[config.mk]
export PLATFORM = sky130hd
export DESIGN_NAME = sbus_frame_channel_decoder_core
export DESIGN_NICKNAME = d
export VERILOG_FILES = /design/src/sv/sfcd_pkg.sv /design/src/sv/sbus_frame_channel_decoder_core.sv /design/src/sv/sfcd_frame_capture.sv /design/src/sv/sfcd_chan_unpack.sv
export SDC_FILE = /design/constraint.sdc
export NUM_CORES = 1
export LEC_CHECK = 0
export BUFFER_PORTS_ARGS = -buffer_cell sky130_fd_sc_hd__buf_2
export CORE_ASPECT_RATIO = 1.2
export CORE_UTILIZATION = 45
export DETAILED_ROUTE_END_ITERATION = 10
export GPL_TIMING_DRIVEN = 0
export PLACE_DENSITY = 0.66
export RECOVER_POWER = 100
export SETUP_SLACK_MARGIN = 0.3
export SYNTH_ARGS = -nofsm -noshare
export SYNTH_HDL_FRONTEND = slang
export SYNTH_HIERARCHICAL = 1
export SYNTH_SLANG_ARGS = --single-unit
export TNS_END_PERCENT = 50
[constraint.sdc]
create_clock -name i_clk -period 3.93 [get_ports i_clk]
set_input_delay 0.9825 -clock i_clk [delete_from_list [all_inputs] [get_ports i_clk]]
set_output_delay 0.9825 -clock i_clk [all_outputs]
set_load 0.1 [all_outputs]
[src/sv/sfcd_pkg.sv]
// Shared constants and types for the SBUS frame channel decoder.
`default_nettype none
package sfcd_pkg;

    localparam int FRAME_BYTES = 25;
    localparam int PAYLOAD_LEN = 11;
    localparam int NUM_CHANS   = 8;
    localparam int CHAN_W      = 11;
    localparam int BYTE_W      = 8;
    localparam int POS_W       = 5;
    localparam int PAYLOAD_W   = PAYLOAD_LEN * BYTE_W;

    localparam logic [BYTE_W-1:0] START_BYTE = 8'h0F;
    localparam logic [CHAN_W-1:0] CHAN_MASK  = 11'h7FF;
    localparam logic [POS_W-1:0]  POS_IDLE   = '0;
    localparam logic [POS_W-1:0]  POS_FIRST  = POS_W'(1);
    localparam logic [POS_W-1:0]  POS_LAST   = POS_W'(FRAME_BYTES - 1);

    typedef struct packed {
        logic                 done;
        logic [PAYLOAD_W-1:0] payload;
    } t_cap_out;

    typedef logic [CHAN_W-1:0] t_chan;

endpackage
`default_nettype wire

[src/sv/sbus_frame_channel_decoder_core.sv]
// Top level of the SBUS frame channel decoder.
// Takes one serial byte per beat, hunts for the 0x0F start byte, counts a
// 25-byte frame and on its last byte emits channels 1 to 8 as one result beat.
// A byte is registered on entry and handled in the following cycle, and the
// result register is loaded in that same cycle, so a byte may be taken on
// every clock; a frame's result passes through the entry register and then the
// result register. Input stalls only while a result is held by a stalled output.
`default_nettype none
module sbus_frame_channel_decoder_core
    import sfcd_pkg::*;
(
    input  wire logic              i_clk,
    input  wire logic              i_rst_n,
    input  wire logic              i_valid,
    output logic                   o_stall,
    input  wire logic [BYTE_W-1:0] i_byte_in,
    output logic                   o_valid,
    input  wire logic              i_stall,
    output logic [CHAN_W-1:0]      o_chan1,
    output logic [CHAN_W-1:0]      o_chan2,
    output logic [CHAN_W-1:0]      o_chan3,
    output logic [CHAN_W-1:0]      o_chan4,
    output logic [CHAN_W-1:0]      o_chan5,
    output logic [CHAN_W-1:0]      o_chan6,
    output logic [CHAN_W-1:0]      o_chan7,
    output logic [CHAN_W-1:0]      o_chan8
);

    logic              r_in_valid;
    logic [BYTE_W-1:0] r_in_byte;
    logic              busy;
    logic              step;
    logic              in_take;
    t_cap_out          cap;
    t_chan             chans [NUM_CHANS];

    assign step    = r_in_valid && !busy;
    assign o_stall = r_in_valid && busy;
    assign in_take = i_valid && !o_stall;

    always_ff @(posedge i_clk) begin
        if (!i_rst_n) begin
            r_in_valid <= 1'b0;
        end else if (!o_stall) begin
            r_in_valid <= i_valid;
        end
    end

    always_ff @(posedge i_clk) begin
        if (in_take) begin
            r_in_byte <= i_byte_in;
        end
    end

    sfcd_frame_capture u_capture (
        .i_clk   (i_clk),
        .i_rst_n (i_rst_n),
        .i_step  (step),
        .i_byte  (r_in_byte),
        .o_cap   (cap)
    );

    sfcd_chan_unpack u_unpack (
        .i_clk   (i_clk),
        .i_rst_n (i_rst_n),
        .i_cap   (cap),
        .i_load  (step && cap.done),
        .i_stall (i_stall),
        .o_busy  (busy),
        .o_valid (o_valid),
        .o_chans (chans)
    );

    assign o_chan1 = chans[0];
    assign o_chan2 = chans[1];
    assign o_chan3 = chans[2];
    assign o_chan4 = chans[3];
    assign o_chan5 = chans[4];
    assign o_chan6 = chans[5];
    assign o_chan7 = chans[6];
    assign o_chan8 = chans[7];

endmodule
`default_nettype wire

[src/sv/sfcd_frame_capture.sv]
// Frame position tracking and payload byte capture.
`default_nettype none
module sfcd_frame_capture
    import sfcd_pkg::*;
(
    input  wire logic              i_clk,
    input  wire logic              i_rst_n,
    input  wire logic              i_step,
    input  wire logic [BYTE_W-1:0] i_byte,
    output t_cap_out               o_cap
);

    logic [POS_W-1:0]  r_pos;
    logic [POS_W-1:0]  n_pos;
    logic [BYTE_W-1:0] r_payload [PAYLOAD_LEN];
    logic [BYTE_W-1:0] n_payload [PAYLOAD_LEN];
    logic              n_done;

    always_comb begin
        n_pos  = r_pos;
        n_done = 1'b0;
        for (int i = 0; i < PAYLOAD_LEN; i++) begin
            n_payload[i] = (i_step && r_pos == POS_W'(i + 1)) ? i_byte : r_payload[i];
        end
        if (i_step) begin
            if (r_pos == POS_IDLE) begin
                if (i_byte == START_BYTE) begin
                    n_pos = POS_FIRST;
                end
            end else if (r_pos == POS_LAST) begin
                // last byte of the frame, value ignored
                n_pos  = POS_IDLE;
                n_done = 1'b1;
            end else begin
                n_pos = r_pos + POS_FIRST;
            end
        end
    end

    always_ff @(posedge i_clk) begin
        if (!i_rst_n) begin
            r_pos <= POS_IDLE;
        end else begin
            r_pos <= n_pos;
        end
    end

    always_ff @(posedge i_clk) begin
        for (int i = 0; i < PAYLOAD_LEN; i++) begin
            r_payload[i] <= n_payload[i];
        end
    end

    // present the next payload and done flag combinationally, not the registered ones
    always_comb begin
        o_cap.done = n_done;
        for (int i = 0; i < PAYLOAD_LEN; i++) begin
            o_cap.payload[i*BYTE_W +: BYTE_W] = n_payload[i];
        end
    end

endmodule
`default_nettype wire

[src/sv/sfcd_chan_unpack.sv]
// Channel unpacking and result register.
`default_nettype none
module sfcd_chan_unpack
    import sfcd_pkg::*;
(
    input  wire logic     i_clk,
    input  wire logic     i_rst_n,
    input  wire t_cap_out i_cap,
    input  wire logic     i_load,
    input  wire logic     i_stall,
    output logic          o_busy,
    output logic          o_valid,
    output t_chan         o_chans [NUM_CHANS]
);

    logic  r_valid;
    t_chan r_chans [NUM_CHANS];
    t_chan n_chans [NUM_CHANS];

    // channels are packed little-endian, 11 bits each from payload bit 0
    always_comb begin
        for (int k = 0; k < NUM_CHANS; k++) begin
            n_chans[k] = i_cap.payload[k*CHAN_W +: CHAN_W] & CHAN_MASK;
        end
    end

    always_ff @(posedge i_clk) begin
        if (!i_rst_n) begin
            r_valid <= 1'b0;
        end else if (i_load) begin
            r_valid <= 1'b1;
        end else if (!i_stall) begin
            r_valid <= 1'b0;
        end
    end

    always_ff @(posedge i_clk) begin
        if (i_load) begin
            for (int k = 0; k < NUM_CHANS; k++) begin
                r_chans[k] <= n_chans[k];
            end
        end
    end

    assign o_busy  = r_valid && i_stall;
    assign o_valid = r_valid;
    always_comb begin
        for (int k = 0; k < NUM_CHANS; k++) begin
            o_chans[k] = r_chans[k];
        end
    end

endmodule
`default_nettype wire

==> After elaboration in Yosys (flattened, before gate mapping) <==
Memory sizes are Yosys's and may differ from the RTL's.
Cells that the tools add are included.
{ "classes": {"n_addsub": 1, "mul": 0, "div_mod_pow": 0, "n_lt_le_gt_ge": 0, "eq_ne": 15, "shifts": 0, "muxes": 21, "bitwise_logic": 0, "n_reduce_logical": 20} }
{ "op_table": {"columns": ["cell", "count"], "rows": [
  ["$mux W8", 11],
  ["$eq A5 B3 Y1 const B", 4],
  ["$eq A5 B4 Y1 const B", 4],
  ["$logic_and A1 B1 Y1", 16],
  ["$mux W5", 3],
  ["$eq A5 B2 Y1 const B", 2],
  ["$eq A8 B4 Y1 const B", 1],
  ["$mux W1", 7],
  ["$add A5 B1 Y5 const B", 1],
  ["$eq A5 B1 Y1 const B", 1],
  ["$eq A5 B5 Y1 const B", 1],
  ["$logic_not A5 Y1", 1],
  ["$logic_not A1 Y1", 2],
  ["$ne A2 B1 Y1 const B", 1],
  ["$ne A2 B2 Y1 const B", 1],
  ["$reduce_and A2 Y1", 1]
]} }
{ "totals": {"register_bits": 15, "latch_bits": 0, "ramBits": 176, "mem_bits_ro": 0, "input_bits": 12, "out_inout_bits": 90, "wordCells": 63, "memories": 2} }
{ "mem_list": {"columns": ["name", "depth", "width", "rd", "rd_clocked_by_memory_dff", "write_ports", "line_no", "text"], "rows": [
  ["u_capture.r_payload", 11, 8, 11, 0, 11, "sfcd_frame_capture.sv:15", "logic [BYTE_W-1:0] r_payload [PAYLOAD_LEN];"],
  ["u_unpack.r_chans", 8, 11, 8, 0, 8, "sfcd_chan_unpack.sv:17", "t_chan r_chans [NUM_CHANS];"]
]} }

==> Longest topological paths before layout <==
{ "logic_depth": {"depth_word": 7, "mapped_depth": 7, "depth_no_buf": 6} }

==> Hierarchy <==
Netlist, hierarchy kept.
{ "by_module_without_submodules": {"columns": ["module", "n_inst", "cells_each", "area_each_um2", "seq_area_each_um2"], "rows": [
  ["sfcd_frame_capture", 1, 250, 3373.2, 1861.8],
  ["sfcd_chan_unpack", 1, 91, 2678.8, 2662.6],
  ["sbus_frame_channel_decoder_core", 1, 14, 297.8, 260.2]
]} }

==> Worst setup path after synthesis <==
OpenSTA, ideal clock, no wires.
{ "synth_timing": {"kind": "input port to flip-flop", "start": "in i_stall", "end": "mem u_unpack/r_chans[0][0] (netlist bit), enable pin", "setup_time_ns": 0.458, "arrival_ns": 3.712, "required_time_ns": 3.472, "path_slack_ns": -0.240, "cell_stages": 6, "path_buffers": 1, "path_cell_list": "and2_4 nor2b_2 nand3_1 nor3b_1 buf_4 and2_1"} }
{ "synth_lines": {"columns": ["element", "line_no", "text"], "rows": [
  ["from (decl)", "sbus_frame_channel_decoder_core.sv:18", "input wire logic i_stall,"],
  ["to (decl)", "sfcd_chan_unpack.sv:17", null]
]} }

==> Final worst setup path <==
{ "layout_timing": {"start": "in i_stall", "end": "out o_stall"} }
{ "layout_between": {"elab_chain_len": 2} }
{ "layout_rtl": {"columns": ["element", "line_no", "text"], "rows": [
  ["$logic_and A1 B1 Y1", "sfcd_chan_unpack.sv:45", "assign o_busy = r_valid && i_stall;"],
  ["via busy", "sbus_frame_channel_decoder_core.sv:31", "logic busy;"],
  ["$logic_and A1 B1 Y1", "sbus_frame_channel_decoder_core.sv:38", "assign o_stall = r_in_valid && busy;"],
  ["to (decl)", "sbus_frame_channel_decoder_core.sv:15", "output logic o_stall,"]
]} }
The timed path passes the listed nets, and every way through them passes these cells.

==> reports/qor.txt <==
Status: complete, no violations
CP bufs+invs: 2
Hold Crit Depth: 1
Max-Slew Margin vs Limit: 19.3%
Cell Area, Synth: 0.00635 mm2
Final Hold Vio Count: 0
Max clock buf depth: 2
Post-route DRC: 0
Hold Crit Endpoint: u_capture/r_payload[3][1]$_DFF_P_
Clock Skew: 0.0124 ns
Wirelength, routed: 11200 um
Initial drt markers: 109
Syn Nets: 371
Initial Util: 46.1%
Vias in the first global route: 3272
Tot Pwr: 3860 uW
Total grt overflow: 0
#FFs+latches synth: 191
CTS tree: done
Largest fanout on the critical path: 3
Static leakage: 0.00278 uW
Clock sink total: 191
First-pass iteration count of the detailed router: 4
Final setup TNS: 0 ns
Total GRT Usage: 15.8%
MaxCap Viol Count: 0
Placeable Area: 0.0138 mm2
Hold Path Class: flip-flop to flip-flop
Reg2reg setup slack: 1.38 ns
H-tree depth: 4
Register area share after synthesis: 75.3%
Async SR Flop Fraction: 0%
Layout Area Growth over Synthesis: 18.2%
Hold Startpoint: u_capture/r_payload[3][1]$_DFF_P_
Crit share post-route: 83.4%
Worst R2R Path Depth: 7
Ys Warns: 6
I/O pin cnt: 102
Num CTS Buffers: 17
Fmax: 305 MHz
Max-slew violations: 0
Most frequent cells in the layout: clkbuf_1, edfxtp_1, dfxtp_1
Final Setup Violations: 0
Detailed Place HPWL: 7230 um
Row cnt: 47
WP data required: 2.95 ns
Die Span Y: 132 um
Postcts setup bufs: 0
Startpoint Class: primary input
Family with the most delay on the worst path: buffers and inverters
Wire per inst: 17.0 um
Critical Path Most Common Cell: and2_0
CP Cell Sequence: buf_2, and2_0, and2_0, clkbuf_1
Power per cell area: 515 mW/mm2
Vias per cell: 4.83
Reg clk slew, reported paths: 0.06 ns
First-pass GRT wire length: 17400 um
Worst vdd ir: 0.251 mV
Cts hold-fix bufs: 0
Final #Nets: 492
PortBufs: 101
Share of post-route cells with drive strength above 1: 20.9%
Min cycle time layout: 3.28 ns
# resized after CTS: 0
Root buffer cell: clkbuf_16
Prevailing post-synth register cell: edfxtp_1
Final Wtd Congestion: 0.811
CP max stage delay: 0.87 ns
Worst slew pin tran: 1.22 ns
Slowest-stage cell, CP: clkbuf_1
Initial antenna violation count: 0
Mapped Cells: 355
ANT nets after route: 0
Yosys cell types: 38
Worst R2R End: u_unpack/r_chans[1][24]$_DFFE_PP_
CP endpoint kind: primary output
CP Class: primary input to primary output
Largest net degree at the start of global routing: 57
CP arrival: 2.29 ns
Horiz. Die Dim: 110 um
Diodes inserted: 0
Post-synth EDFFs: 96
Syn avg cell area: 17.9 um2
Commonest non-fill, non-tap cell in the layout: clkbuf_1
RSZ-0062 raised after global routing: false
Reg2reg start: u_unpack/o_valid$_SDFFE_PN0P_
Vias: 3186
DIE AREA: 0.0146 mm2
Worst skew pair latency: 0.42 ns
power breakdown:
group | switching [uW] | internal, uW
combinational | 35.4 | 10.7
sequential | 5.01 | 2080
clock | 714 | 1020
total | 754 | 3110
through the flow:
step,std cells,hold WS [ns],setup slack (ns),area (um2),util [%]
finish,660,0.463,0.653,7500,54.5
global route,660,0.484,0.604,7500,54.5
CTS,660,0.473,1.18,7710,56.0
detailed placement,628,0.456,0.851,7100,51.6
global placement,627,0.453,0.0563,7070,51.4
floorplan,355,0.444,0.730,6350,-
cell usage after synthesis (3+ instances only):
cell | number | share of area [%]
mux2_4 | 8 | 1.9
nand2_2 | 7 | 0.69
nand2_1 | 7 | 0.41
o21a_1 | 4 | 0.47
mux2_2 | 80 | 14
ha_1 | 4 | 0.79
dfxtp_1 | 95 | 30
clkbuf_1 | 8 | 0.47
buf_4 | 4 | 0.47
and3_1 | 3 | 0.30
buf_6 | 3 | 0.53
edfxtp_1 | 96 | 45
o211ai_1 | 3 | 0.35
sequential cells by signal, indices dropped and copies added, names as in the netlist:
register / cells
u_unpack/o_valid: 1
r_in_valid: 1
u_capture/r_pos: 5
u_capture/r_payload: 88
r_in_byte: 8
u_unpack/r_chans: 88
layout make-up:
cell class                      instances  area, um2
Sequential cell                       191       4780
Clock inverter                         10        124
Buffer                                 16       82.6
Multi-Input combinational cell        146       1390
Inverter                                2       7.51
Clock buffer                           22        485
Tap cell                              171        214
Timing Repair Buffer                  102        420
Fill cell                            1226       6260
worst max path at each step:
stage / startpoint / end / slack (ns) / depth (start not counted)
floorplan: i_stall / u_unpack/r_chans[0][0]$_DFFE_PP_ / 0.73 / 6
global placement: i_stall / u_unpack/r_chans[0][3]$_DFFE_PP_ / 0.06 / 7
detailed placement: i_stall / u_unpack/r_chans[0][23]$_DFFE_PP_ / 0.85 / 8
CTS: i_stall / o_stall / 1.18 / 4
global route: i_stall / o_stall / 0.60 / 4
finish: i_stall / o_stall / 0.65 / 4
kinds of logic after synthesis:
group           Yosys count  synth area share, %
flops                   191                 75.3
mux                      89                 16.2
simple gates             38                 4.20
buf+inv                  18                 1.67
compound gates           14                 1.62
fa+ha+maj                 4                0.788
xor+xnor                  1                0.138
routing by layer:
metal / wire [um] / track usage [%]
met5: 0 / 0
met4: 121 / 5.85
met3: 348 / 4.14
met2: 5880 / 27.6
met1: 4860 / 18.7
No activity file was read; power rests on OpenSTA's default activity.
